`src/rtl/adsr_pkg.sv`:
```
// Shared types, codes and constants of the ADSR envelope shaper.
`default_nettype none
package adsr_pkg;

  // Default field widths.
  localparam int unsigned SAMPLE_WIDTH_DEF = 16;
  localparam int unsigned LENGTH_WIDTH_DEF = 22;

  // Envelope values are unsigned Q1.15 up to 1.0, carried as 17-bit signed operands.
  localparam int unsigned ENV_W  = 17;
  localparam int unsigned QUOT_W = 16;
  localparam int unsigned SUS_W  = 16;

  localparam logic [ENV_W-1:0] ENV_ONE = 17'h08000;
  localparam logic [SUS_W-1:0] SUS_ONE = 16'h8000;

  // Configuration register indexes.
  localparam int unsigned CFG_IDX_W = 3;
  localparam logic [CFG_IDX_W-1:0] REG_ATTACK_LEN  = 3'd0;
  localparam logic [CFG_IDX_W-1:0] REG_DECAY_LEN   = 3'd1;
  localparam logic [CFG_IDX_W-1:0] REG_SUSTAIN_LVL = 3'd2;
  localparam logic [CFG_IDX_W-1:0] REG_RELEASE_LEN = 3'd3;
  localparam logic [CFG_IDX_W-1:0] REG_SOUND_LEN   = 3'd4;

  // Register reset values.
  localparam int unsigned ATTACK_LEN_RST  = 441;
  localparam int unsigned DECAY_LEN_RST   = 4410;
  localparam int unsigned SUSTAIN_LVL_RST = 22938;
  localparam int unsigned RELEASE_LEN_RST = 8820;
  localparam int unsigned SOUND_LEN_RST   = 44100;

  typedef enum logic [1:0] {
    PH_ATTACK  = 2'd0,
    PH_DECAY   = 2'd1,
    PH_SUSTAIN = 2'd2,
    PH_RELEASE = 2'd3
  } phase_e;

endpackage
`default_nettype wire

```
`src/rtl/adsr_if.sv`:
```
// Valid/ready channel interfaces for the sample input and the shaped output.
`default_nettype none
interface adsr_in_if #(
  parameter int unsigned SAMPLE_WIDTH = 16
);
  logic                           valid;
  logic                           ready;
  logic signed [SAMPLE_WIDTH-1:0] sample_in;
  logic                           start_req;

  modport source (output valid, output sample_in, output start_req, input ready);
  modport sink   (input valid, input sample_in, input start_req, output ready);
endinterface

interface adsr_out_if #(
  parameter int unsigned SAMPLE_WIDTH = 16
);
  logic                           valid;
  logic                           ready;
  logic signed [SAMPLE_WIDTH-1:0] sample_out;
  logic [1:0]                     phase;

  modport source (output valid, output sample_out, output phase, input ready);
  modport sink   (input valid, input sample_out, input phase, output ready);
endinterface
`default_nettype wire

```
`src/rtl/adsr_mul.sv`:
```
// Registered signed multiplier shared by the numerator and the final scaling.
`default_nettype none
module adsr_mul #(
  parameter int unsigned A_WIDTH = 23,
  parameter int unsigned B_WIDTH = 17
) (
  input  logic                              clk_i,
  input  logic signed [A_WIDTH-1:0]         a_i,
  input  logic signed [B_WIDTH-1:0]         b_i,
  output logic signed [A_WIDTH+B_WIDTH-1:0] p_o
);
  logic signed [A_WIDTH+B_WIDTH-1:0] p_q;

  always_ff @(posedge clk_i) begin
    p_q <= (A_WIDTH + B_WIDTH)'(a_i) * (A_WIDTH + B_WIDTH)'(b_i);
  end

  assign p_o = p_q;
endmodule
`default_nettype wire

```
`src/rtl/adsr_div.sv`:
```
// Radix-2 restoring divider producing one quotient bit per cycle.
`default_nettype none
module adsr_div #(
  parameter int unsigned DEN_WIDTH  = 22,
  parameter int unsigned QUOT_WIDTH = 16
) (
  input  logic                            clk_i,
  input  logic                            rst_ni,
  input  logic                            start_i,
  input  logic [DEN_WIDTH+QUOT_WIDTH-1:0] num_i,
  input  logic [DEN_WIDTH-1:0]            den_i,
  output logic                            done_o,
  output logic [QUOT_WIDTH-1:0]           quot_o
);
  localparam int unsigned CW = $clog2(QUOT_WIDTH);

  logic                  busy_q, busy_d;
  logic                  done_q, done_d;
  logic [CW-1:0]         cnt_q, cnt_d;
  logic [DEN_WIDTH-1:0]  rem_q, rem_d;
  logic [DEN_WIDTH-1:0]  den_q, den_d;
  logic [QUOT_WIDTH-1:0] bits_q, bits_d;
  logic [DEN_WIDTH:0]    trial;
  logic                  fits;

  // The caller guarantees the upper numerator part is below the divisor,
  // so the quotient fits in QUOT_WIDTH bits.
  always_comb begin
    trial  = {rem_q, bits_q[QUOT_WIDTH-1]};
    fits   = trial >= {1'b0, den_q};
    busy_d = busy_q;
    done_d = 1'b0;
    cnt_d  = cnt_q;
    rem_d  = rem_q;
    den_d  = den_q;
    bits_d = bits_q;
    if (start_i) begin
      busy_d = 1'b1;
      cnt_d  = '0;
      rem_d  = num_i[DEN_WIDTH+QUOT_WIDTH-1:QUOT_WIDTH];
      bits_d = num_i[QUOT_WIDTH-1:0];
      den_d  = den_i;
    end else if (busy_q) begin
      rem_d  = fits ? DEN_WIDTH'(trial - {1'b0, den_q}) : trial[DEN_WIDTH-1:0];
      bits_d = {bits_q[QUOT_WIDTH-2:0], fits};
      cnt_d  = cnt_q + 1'b1;
      if (cnt_q == CW'(QUOT_WIDTH - 1)) begin
        busy_d = 1'b0;
        done_d = 1'b1;
      end
    end
  end

  always_ff @(posedge clk_i or negedge rst_ni) begin
    if (!rst_ni) begin
      busy_q <= 1'b0;
      done_q <= 1'b0;
      cnt_q  <= '0;
    end else begin
      busy_q <= busy_d;
      done_q <= done_d;
      cnt_q  <= cnt_d;
    end
  end

  always_ff @(posedge clk_i) begin
    rem_q  <= rem_d;
    den_q  <= den_d;
    bits_q <= bits_d;
  end

  assign done_o = done_q;
  assign quot_o = bits_q;

`ifndef SYNTHESIS
  assert property (@(posedge clk_i) disable iff (!rst_ni) busy_q |-> rem_q < den_q)
    else $error("divider remainder not below divisor");
  assert property (@(posedge clk_i) disable iff (!rst_ni) start_i |-> !busy_q)
    else $error("divider started while busy");
  assert property (@(posedge clk_i) disable iff (!rst_ni) done_q |-> !busy_q && !$past(done_q))
    else $error("divider done is not a single pulse after the last step");
`endif
endmodule
`default_nettype wire

```
`src/rtl/adsr_envelope_shaper.sv`:
```
// Top level of the ADSR envelope shaper: registers, sequencer and output word register.
// Each input word is scaled by an attack/decay/sustain/release envelope chosen by a running
// sample index (start_req restarts it at zero). No new word is taken while one is computed.
// Attack, decay and release ramps need a division, sustain and the part past the sound end
// do not; the shared 16-step radix-2 divider does it, with one shared registered multiplier
// used before it for the numerator and after it for scaling.
// The result sits in an output register, so the next word is taken while it waits.
// Configuration writes are meant for idle periods only.
`default_nettype none
module adsr_envelope_shaper #(
  parameter int unsigned SAMPLE_WIDTH = adsr_pkg::SAMPLE_WIDTH_DEF,
  parameter int unsigned LENGTH_WIDTH = adsr_pkg::LENGTH_WIDTH_DEF
) (
  input  logic                             clk_i,
  input  logic                             rst_ni,
  input  logic                             cfg_we_i,
  input  logic [adsr_pkg::CFG_IDX_W-1:0]   cfg_idx_i,
  input  logic [LENGTH_WIDTH-1:0]          cfg_data_i,
  adsr_in_if.sink                          in_i,
  adsr_out_if.source                       out_o
);
  import adsr_pkg::*;

  localparam int unsigned LW = LENGTH_WIDTH;
  localparam int unsigned SW = SAMPLE_WIDTH;
  localparam int unsigned MW = ((LW > SW) ? LW : SW) + 1;
  localparam int unsigned PW = MW + ENV_W;
  localparam int unsigned NW = LW + QUOT_W;

  typedef enum logic [7:0] {
    ST_IDLE = 8'b0000_0001,
    ST_SEL  = 8'b0000_0010,
    ST_MUL  = 8'b0000_0100,
    ST_DLD  = 8'b0000_1000,
    ST_DIV  = 8'b0001_0000,
    ST_ENV  = 8'b0010_0000,
    ST_PROD = 8'b0100_0000,
    ST_DONE = 8'b1000_0000
  } state_e;

  state_e state_q, state_d;

  logic [LW-1:0]    attack_q, decay_q, release_q, length_q;
  logic [SUS_W-1:0] sustain_q;
  logic [LW-1:0]    idx_q;
  logic [LW-1:0]    cur_i_q;
  logic signed [SW-1:0] smp_q;
  phase_e           ph_q;
  logic signed [MW-1:0]    mul_a_q;
  logic signed [ENV_W-1:0] mul_b_q;
  logic [LW-1:0]    dvs_q;
  logic [ENV_W-1:0] env_q;
  logic             out_valid_q;
  logic signed [SW-1:0] out_smp_q;
  phase_e           out_ph_q;

  logic             in_acc;
  logic [LW-1:0]    i_new;
  logic             out_free;
  logic signed [PW-1:0] prod;
  logic             div_start, div_done;
  logic [QUOT_W-1:0] quot;

  // Envelope selection terms.
  logic [SUS_W-1:0] sus_sat;
  logic [LW-1:0]    rel_clip, rel_start;
  logic [LW:0]      ad_sum;
  logic             in_attack, in_decay, in_release, past_end;

  assign in_acc   = in_i.valid && in_i.ready;
  assign i_new    = in_i.start_req ? '0 : idx_q;
  assign out_free = !out_valid_q || out_o.ready;

  assign sus_sat    = (sustain_q > SUS_ONE) ? SUS_ONE : sustain_q;
  assign rel_clip   = (release_q > length_q) ? length_q : release_q;
  assign rel_start  = length_q - rel_clip;
  assign ad_sum     = {1'b0, attack_q} + {1'b0, decay_q};
  assign in_attack  = cur_i_q < attack_q;
  assign in_decay   = {1'b0, cur_i_q} < ad_sum;
  assign in_release = (rel_clip != '0) && (cur_i_q > rel_start);
  // Once inside release, the remaining ramp length r-k equals length-i.
  assign past_end   = cur_i_q >= length_q;

  always_ff @(posedge clk_i or negedge rst_ni) begin
    if (!rst_ni) begin
      attack_q  <= LW'(ATTACK_LEN_RST);
      decay_q   <= LW'(DECAY_LEN_RST);
      sustain_q <= SUS_W'(SUSTAIN_LVL_RST);
      release_q <= LW'(RELEASE_LEN_RST);
      length_q  <= LW'(SOUND_LEN_RST);
    end else if (cfg_we_i) begin
      case (cfg_idx_i)
        REG_ATTACK_LEN:  attack_q  <= cfg_data_i;
        REG_DECAY_LEN:   decay_q   <= cfg_data_i;
        REG_SUSTAIN_LVL: sustain_q <= cfg_data_i[SUS_W-1:0];
        REG_RELEASE_LEN: release_q <= cfg_data_i;
        REG_SOUND_LEN:   length_q  <= cfg_data_i;
        default: ;
      endcase
    end
  end

  always_comb begin
    state_d = state_q;
    case (state_q)
      ST_IDLE: if (in_acc) state_d = ST_SEL;
      ST_SEL: begin
        if (!in_attack && !in_decay && (!in_release || past_end)) begin
          state_d = ST_ENV;
        end else begin
          state_d = ST_MUL;
        end
      end
      ST_MUL:  state_d = ST_DLD;
      ST_DLD:  state_d = ST_DIV;
      ST_DIV:  if (div_done) state_d = ST_ENV;
      ST_ENV:  state_d = ST_PROD;
      ST_PROD: state_d = ST_DONE;
      ST_DONE: if (out_free) state_d = ST_IDLE;
      default: state_d = ST_IDLE;
    endcase
  end

  always_ff @(posedge clk_i or negedge rst_ni) begin
    if (!rst_ni) begin
      state_q     <= ST_IDLE;
      idx_q       <= '0;
      out_valid_q <= 1'b0;
    end else begin
      state_q <= state_d;
      if (in_acc) begin
        idx_q <= (&i_new) ? i_new : i_new + 1'b1;
      end
      if (state_q == ST_DONE && out_free) begin
        out_valid_q <= 1'b1;
      end else if (out_o.ready) begin
        out_valid_q <= 1'b0;
      end
    end
  end

  always_ff @(posedge clk_i) begin
    if (in_acc) begin
      cur_i_q <= i_new;
      smp_q   <= in_i.sample_in;
    end
    case (state_q)
      ST_SEL: begin
        if (in_attack) begin
          ph_q    <= PH_ATTACK;
          mul_a_q <= MW'(cur_i_q);
          mul_b_q <= ENV_ONE;
          dvs_q   <= attack_q;
        end else if (in_decay) begin
          ph_q    <= PH_DECAY;
          mul_a_q <= MW'(cur_i_q - attack_q);
          mul_b_q <= ENV_ONE - {1'b0, sus_sat};
          dvs_q   <= decay_q;
        end else if (in_release) begin
          ph_q    <= PH_RELEASE;
          mul_a_q <= MW'(length_q - cur_i_q);
          mul_b_q <= {1'b0, sus_sat};
          dvs_q   <= rel_clip;
          env_q   <= '0;
        end else begin
          ph_q    <= PH_SUSTAIN;
          env_q   <= {1'b0, sus_sat};
        end
      end
      ST_DIV: begin
        if (div_done) begin
          env_q <= (ph_q == PH_DECAY) ? ENV_ONE - {1'b0, quot} : {1'b0, quot};
        end
      end
      ST_ENV: begin
        mul_a_q <= MW'(smp_q);
        mul_b_q <= env_q;
      end
      ST_DONE: begin
        if (out_free) begin
          out_smp_q <= prod[SW+14:15];
          out_ph_q  <= ph_q;
        end
      end
      default: ;
    endcase
  end

  assign div_start = state_q == ST_DLD;

  adsr_mul #(
    .A_WIDTH (MW),
    .B_WIDTH (ENV_W)
  ) u_mul (
    .clk_i (clk_i),
    .a_i   (mul_a_q),
    .b_i   (mul_b_q),
    .p_o   (prod)
  );

  adsr_div #(
    .DEN_WIDTH  (LW),
    .QUOT_WIDTH (QUOT_W)
  ) u_div (
    .clk_i   (clk_i),
    .rst_ni  (rst_ni),
    .start_i (div_start),
    .num_i   (prod[NW-1:0]),
    .den_i   (dvs_q),
    .done_o  (div_done),
    .quot_o  (quot)
  );

  assign in_i.ready       = state_q == ST_IDLE;
  assign out_o.valid      = out_valid_q;
  assign out_o.sample_out = out_smp_q;
  assign out_o.phase      = out_ph_q;

`ifndef SYNTHESIS
  assert property (@(posedge clk_i) disable iff (!rst_ni) $onehot(state_q))
    else $error("sequencer state is not one-hot");
  assert property (@(posedge clk_i) disable iff (!rst_ni)
      in_acc && in_i.start_req |=> idx_q == LW'(1))
    else $error("start request did not restart the sample index");
  assert property (@(posedge clk_i) disable iff (!rst_ni) div_done |-> state_q == ST_DIV)
    else $error("divider finished outside the divide step");
  assert property (@(posedge clk_i) disable iff (!rst_ni) state_q == ST_PROD |-> env_q <= ENV_ONE)
    else $error("envelope value above one");
  assert property (@(posedge clk_i) disable iff (!rst_ni)
      $rose(out_valid_q) |-> $past(state_q == ST_DONE))
    else $error("output word appeared without a finished computation");
`endif
endmodule
`default_nettype wire

```
`src/flat_wrapper.sv`:
```
// flat-port wrapper written by rule: the top's interface ports become plain ports
module adsr_envelope_shaper_flat import adsr_pkg::*;
#(
  parameter int unsigned SAMPLE_WIDTH = adsr_pkg::SAMPLE_WIDTH_DEF,
  parameter int unsigned LENGTH_WIDTH = adsr_pkg::LENGTH_WIDTH_DEF
)
  (clk_i, rst_ni, cfg_we_i, cfg_idx_i, cfg_data_i, in_i_valid, in_i_sample_in, in_i_start_req, in_i_ready, out_o_valid, out_o_sample_out, out_o_phase, out_o_ready);
  adsr_in_if #(.SAMPLE_WIDTH(SAMPLE_WIDTH)) in_i_i ();
  adsr_out_if #(.SAMPLE_WIDTH(SAMPLE_WIDTH)) out_o_i ();
  input  logic clk_i;
  input  logic rst_ni;
  input  logic cfg_we_i;
  input  logic [adsr_pkg::CFG_IDX_W-1:0] cfg_idx_i;
  input  logic [LENGTH_WIDTH-1:0] cfg_data_i;
  input wire logic [$bits(in_i_i.valid)-1:0] in_i_valid;
  input wire logic [$bits(in_i_i.sample_in)-1:0] in_i_sample_in;
  input wire logic [$bits(in_i_i.start_req)-1:0] in_i_start_req;
  output wire logic [$bits(in_i_i.ready)-1:0] in_i_ready;
  output wire logic [$bits(out_o_i.valid)-1:0] out_o_valid;
  output wire logic [$bits(out_o_i.sample_out)-1:0] out_o_sample_out;
  output wire logic [$bits(out_o_i.phase)-1:0] out_o_phase;
  input wire logic [$bits(out_o_i.ready)-1:0] out_o_ready;
  assign in_i_i.valid = in_i_valid;
  assign in_i_i.sample_in = in_i_sample_in;
  assign in_i_i.start_req = in_i_start_req;
  assign in_i_ready = in_i_i.ready;
  assign out_o_valid = out_o_i.valid;
  assign out_o_sample_out = out_o_i.sample_out;
  assign out_o_phase = out_o_i.phase;
  assign out_o_i.ready = out_o_ready;
  adsr_envelope_shaper #(.SAMPLE_WIDTH(SAMPLE_WIDTH), .LENGTH_WIDTH(LENGTH_WIDTH)) u_core (.clk_i(clk_i), .rst_ni(rst_ni), .cfg_we_i(cfg_we_i), .cfg_idx_i(cfg_idx_i), .cfg_data_i(cfg_data_i), .in_i(in_i_i), .out_o(out_o_i));
endmodule
```
`config.mk`:
```
export PLATFORM = sky130hd
export DESIGN_NAME = adsr_envelope_shaper_flat
export DESIGN_NICKNAME = d
export VERILOG_FILES = /design/src/rtl/adsr_pkg.sv /design/src/rtl/adsr_if.sv /design/src/rtl/adsr_mul.sv /design/src/rtl/adsr_div.sv /design/src/rtl/adsr_envelope_shaper.sv /design/src/flat_wrapper.sv
export SDC_FILE = /design/constraint.sdc
export NUM_CORES = 2
export LEC_CHECK = 0
export ABC_AREA = 1
export BUFFER_PORTS_ARGS = -buffer_cell sky130_fd_sc_hd__clkbuf_2
export CAP_MARGIN = 0
export CORE_MARGIN = 2
export CORE_UTILIZATION = 40
export DETAILED_ROUTE_END_ITERATION = 8
export GPL_ROUTABILITY_DRIVEN = 0
export SYNTH_ARGS = -nofsm -noshare
export SYNTH_HDL_FRONTEND = slang
export SYNTH_SLANG_ARGS = --single-unit
```
`constraint.sdc`:
```
create_clock -name clk_i -period 7.8 [get_ports clk_i]
set_input_delay 0.39 -clock clk_i [delete_from_list [all_inputs] [get_ports clk_i]]
set_output_delay 0.39 -clock clk_i [all_outputs]
set_load 0.02 [all_outputs]
```
## Word-level counts from Yosys, hierarchy flattened

Index checks and enable logic that the tools add are counted.

| operators by class | value |
|---|---|
| eq/ne operators | 20 |
| $mul | 1 |
| reduce and logical (&&, ||, !) cells | 30 |
| muxes and demuxes | 43 |
| magnitude comparators | 7 |
| add/subtract/negate cells | 9 |

Operator list:

| kind | count |
|---|---|
| $mux 22 | 9 |
| $mux 17 | 7 |
| $mux 23 | 3 |
| $pmux 17 s2 | 2 |
| $mux 16 | 4 |
| $pmux 8 s8 | 1 |
| $pmux 23 s2 | 1 |
| $sub 22x22->23 | 2 |
| $gt 22x22->1 | 2 |
| $sub 22x22->22 | 2 |
| $mul 23x17->38 | 1 |
| $sub 16x16->17 const A | 2 |
| $mux 8 | 3 |
| $add 22x22->23 | 1 |
| $ge 23x22->1 | 1 |
| $lt 22x23->1 | 1 |
| $add 22x1->22 const B | 1 |
| $ge 22x22->1 | 1 |
| $lt 22x22->1 | 1 |
| $reduce_and 22->1 | 1 |
| $reduce_bool 22->1 | 1 |
| $gt 16x16->1 const B | 1 |
| $reduce_and 2->1 | 8 |
| $mux 1 | 10 |
| other kinds (28) | 44 |

| storage, ports and cells | value |
|---|---|
| bits in registers | 376 |
| word-level logic and storage cells | 135 |
| input bits | 47 |

## Logic depth before layout (Yosys ltp)

| logic depth | value |
|---|---|
| depth after elaboration | 10 |
| mapped depth | 40 |
| gate-level depth less buffers | 39 |

## By module

From an unflattened synthesis, not the netlist that was laid out.

| second synthesis, totals | value |
|---|---|
| cells, all modules | 5020 |
| area total of the unflattened synthesis | 39156.3 sq um |

By module, submodules not included:

| module | seq. area each (sq um) | area an instance (sq um) | cells each | instances |
|---|---|---|---|---|
| adsr_envelope_shaper | 7533.5 | 18559.0 | 2337 | 1 |
| adsr_mul | 800.8 | 16034.1 | 2078 | 1 |
| adsr_div | 1951.9 | 4563.1 | 605 | 1 |

## Least setup slack after synthesis

OpenSTA, ideal clock, no wires.

| timing | value |
|---|---|
| path type | reg2reg |
| from | register u_core.mul_a_q[10] |
| to | register u_core.u_mul.p_q[31] (netlist: u_core.u_mul.p_o[31]) |
| path slack | 1744 ps |
| setup time | 112 ps |
| cell stages (with the launch flop) | 25 |
| path buffers | 2 |
| arrival | 5944 ps |
| cell sequence | edfxtp_1 clkbuf_1 clkbuf_1 nand2_1 fa_1 inv_1 fa_1 inv_1 fa_1 fa_1 inv_1 fa_1 fa_1 ha_1 nand2_1 nor2_1 nand4_1 o211ai_1 a21oi_1 o21ai_0 a21boi_0 o21ai_0 nand2_1 nand3_1 nand2_1 |

| between the ends | value |
|---|---|
| cells in the longest elaborated chain, start to end | 1 |

Ends and longest elaborated chain:

| what | line | source |
|---|---|---|
| from (decl) | adsr_envelope_shaper.sv:49 | `logic signed [MW-1:0] mul_a_q;` |
| from (signal assigned) | adsr_envelope_shaper.sv:151 | `mul_a_q <= MW'(cur_i_q);` |
| from (signal assigned) | adsr_envelope_shaper.sv:156 | `mul_a_q <= MW'(cur_i_q - attack_q);` |
| from (signal assigned) | adsr_envelope_shaper.sv:161 | `mul_a_q <= MW'(length_q - cur_i_q);` |
| $mul 23x17->38 | adsr_mul.sv:15 | `p_q <= (A_WIDTH + B_WIDTH)'(a_i) * (A_WIDTH + B_WIDTH)'(b_i);` |
| to (signal assigned) | adsr_mul.sv:15 |  |
| to (decl) | adsr_mul.sv:12 | `logic signed [A_WIDTH+B_WIDTH-1:0] p_q;` |

No other way between the ends.
A chain may end at the register's enable or synchronous reset.

## Worst setup path in the final report

| timing | value |
|---|---|
| from | register u_core.mul_a_q[10] |
| to | register u_core.u_mul.p_q[27] (netlist: u_core.u_mul.p_o[27]) |

Same word-level chain as after synthesis.

==> results.yml <==
clocking:
  cts_tree: "done"
  cts_buffer_depth: 3
  cts_inserted_buffers: 43
  numClockSinks: 376
  worst_skew_pair.late_latency_ns: 0.61
  cts-root-buf: "clkbuf_16"
  clk_pin_slew_ns: 0.07
  cts.htree.levels: 2
synthesis:
  netlist_area_mm2: 0.0370
  synth_cells: 4574
  syn_area_per_cell_um2: 8.08
  synth_edf_count: 197
  ys_seq_area_share_pct: 27.7
  yosys.area_share.simple_pct: 18.8
  synth_flop_cell: "edfxtp_1"
  synth_cell_type_count: 62
  yosysWarningCount: 0
  synth_compound_gate_area_share_pct: 9.71
  synthMuxAreaShare_pct: 0.0271
  synthArstFlopShare_pct: 37.5
  ys_ff_latch: 376
  synth_xor_xnor_area_share_pct: 3.41
  synth_top_family_by_area: "adder cells"
  syn_nets: 5262
  synthAdderAreaFrac_pct: 29.3
grt:
  grt_antenna_before_repair: 4
  grt_pass1_wl_mm: 175
  grt_overflow: 0
  grt_max_degree: 76
  grt_pass1_vias: 29800
  grtUsageTotal_pct: 24.2
timing:
  fin_crit_sh_pct: 93.5
  finalSetupViolCount: 0
  rsz0062_at_grt: "no"
  slew_headroom_pct: 26.4
  setup-tns-final_ns: 0
  layout_min_cycle_time_ns: 7.30
  hold_viol: 0
  timing.fmax_mhz: 137
  worstMarginPinSlew_ns: 1.10
  fin_skew_ns: 0.0274
  slew_viol_final: 0
  fin_ws_ns: 0.504
finish:
  final_cell_mix: "nand2_1 (1156), inv_1 (903), fa_1 (377)"
  final_net_count: 5283
  layout_commonest_cell: "nand2_1"
  layout-drive-gt1-share_pct: 6.22
  nFillCells: 9146
  area_growth_syn_to_layout_pct: 8.75
  fin_area_mm2: 0.0402
placement:
  dp_hpwl_mm: 89.9
  port_buffers: 66
  postPlaceCellArea_mm2: 0.0385
  pre_cts_ws_ns: 0.603
drt:
  totalWireLength_mm: 113
  drc: 0
  routedWlPerCell_um: 19.4
  vias: 30300
  routed_via_density: 5.21
  drt_iter0_drc: 2645
  ant_nets: 0
  first_pass_iters: 8
critical_path:
  required_ns: 8.26
  crit_fanout: 17
  rr_worst_depth: 20
  crit_type: "register to register"
  ff2ff_setup_slack_ns: 0.50
  rr_startpoint: "u_core.mul_a_q[10]"
  cp.arrival_ns: 7.75
  r2r_end: "u_core.u_mul.p_o[27]"
  startpoint_type: "register"
  end_kind: "register"
floorplan:
  start_util_pct: 40.3
  core_mm2: 0.0917
  ioPinCount: 67
  die_area_mm2: 0.0949
  die_h_um: 308
  fp-row-count: 111
  die_w_um: 308
min_path:
  holdPathStages: 1
  hp-class: "input pin to register"
  holdPathEnd: "u_core.smp_q[15]"
  worstHoldStart: "in_i_sample_in[15]"
run:
  cap_violations: 0
outcome:
  status: "complete, no violations"
[cells in the mapped netlist (14+ instances only)]
library cell / number / area, um^2
edfxtp_1: 197 / 5920
fa_1: 377 / 7550
dfrtp_1: 108 / 2700
nand4_1: 33 / 206
nor4_1: 15 / 93.8
nand3_1: 152 / 761
inv_1: 904 / 3390
a21o_1: 16 / 120
a21oi_1: 221 / 1110
clkbuf_1: 134 / 503
nor3_1: 45 / 225
o21bai_1: 15 / 113
o21ai_0: 320 / 1600
xnor2_1: 63 / 552
o21ai_1: 14 / 70.1
ha_1: 264 / 3300
dfxtp_1: 38 / 761
nand2_1: 1158 / 4350
xor2_1: 81 / 709
dfstp_2: 33 / 867
nor2_1: 216 / 811
or2_2: 28 / 175
[logic make-up (layout without fill, tap and decap cells)]
group                    Yosys count  count (layout)
other                              0               1
flip-flops                       376             376
multiplexers                       1               1
adder cells (fa/ha/maj)          641             641
AO/OA/AOI/OAI                    663             663
AND/OR/NAND/NOR                 1685            1685
buffers and inverters           1064            1119
XOR/XNOR                         144             144
[critical path, stage by stage (launching register included)]
cell      delay (ns)
edfxtp_1        0.96
nand2_1         0.19
fa_1            0.58
inv_1           0.05
fa_1            0.56
inv_1           0.07
fa_1            0.50
fa_1            0.54
inv_1           0.05
fa_1            0.49
fa_1            0.41
ha_1            0.37
nand2_1         0.09
nor2_1          0.11
nand4_1         0.12
o211ai_1        0.37
a21oi_1         0.19
o21ai_0         0.44
a21boi_0        0.23
o21ai_0         0.41
xor2_1          0.39
[stage by stage]
| stage | utilization (%) | hold WS, ns | instances |
|---|---|---|---|
| 2_1_floorplan | - | 0.0944 | 4574 |
| 3_3_place_gp | 42.0 | 0.405 | 5722 |
| 3_5_place_dp | 42.0 | 0.405 | 5722 |
| 4_1_cts | 43.9 | 0.00459 | 5815 |
| 5_1_grt | 43.9 | 0.0115 | 5815 |
| 6_report | 43.9 | 0.0307 | 5816 |
[repair_timing]
item / in CTS / in global routing
hold buffers: 14 / 0
endpoints found under the hold margin: 77 / 0
gates resized for setup: 0 / 0
buffers inserted: 0 / 0
[flip-flops by register name, indices dropped and copies added (netlist names), 16 cells and up]
register,cells
u_core.dvs_q,22
u_core.mul_b_q,17
u_core.decay_q,22
u_core.cur_i_q,22
u_core.u_div.quot_o,16
u_core.idx_q,22
u_core.u_div.den_q,22
u_core.release_q,22
u_core.u_mul.p_o,38
u_core.u_div.rem_q,22
u_core.mul_a_q,23
u_core.out_o.sample_out,16
u_core.attack_q,22
u_core.sustain_q,16
u_core.length_q,22
u_core.env_q,17
u_core.smp_q,16
[how the worst max path moves through the flow]
| stage | to | from | depth (start not counted) | slack [ns] |
|---|---|---|---|---|
| after floorplan | u_core.u_mul.p_o[31] | u_core.mul_a_q[10] | 24 | 1.74 |
| after global placement | u_core.u_mul.p_o[27] | u_core.mul_a_q[10] | 20 | 0.52 |
| after detailed placement | u_core.u_mul.p_o[27] | u_core.mul_a_q[10] | 20 | 0.60 |
| after CTS | u_core.u_mul.p_o[27] | u_core.mul_a_q[10] | 20 | 0.60 |
| after global routing | u_core.dvs_q[16] | u_core.length_q[15] | 28 | 0.20 |
| final | u_core.u_mul.p_o[27] | u_core.mul_a_q[10] | 20 | 0.50 |
[final cells by class]
type	count	area (um^2)	area share, %
clock buffer	49	1160	2.89
tap	1186	1480	3.69
antenna	1	2.50	0.00622
sequential	376	10200	25.5
timing repair buffer	130	852	2.12
inverter	910	3420	8.50
clock inverter	30	370	0.921
multi-input combinational	3134	22700	56.4
[per-layer routing]
layer | track usage [%] | part of all wire (%) | vias to the layer above
met5 | 0 | 0.011 | -
met4 | 8.25 | 3.9 | 2
met3 | 3.31 | 7.5 | 209
met2 | 37.6 | 44 | 1122
met1 | 34.6 | 45 | 14600
li1 | - | - | 14300
Power is left out: the tool's default activity adds up to more than one toggle a clock period on the data nets, which glitch-free logic cannot reach.
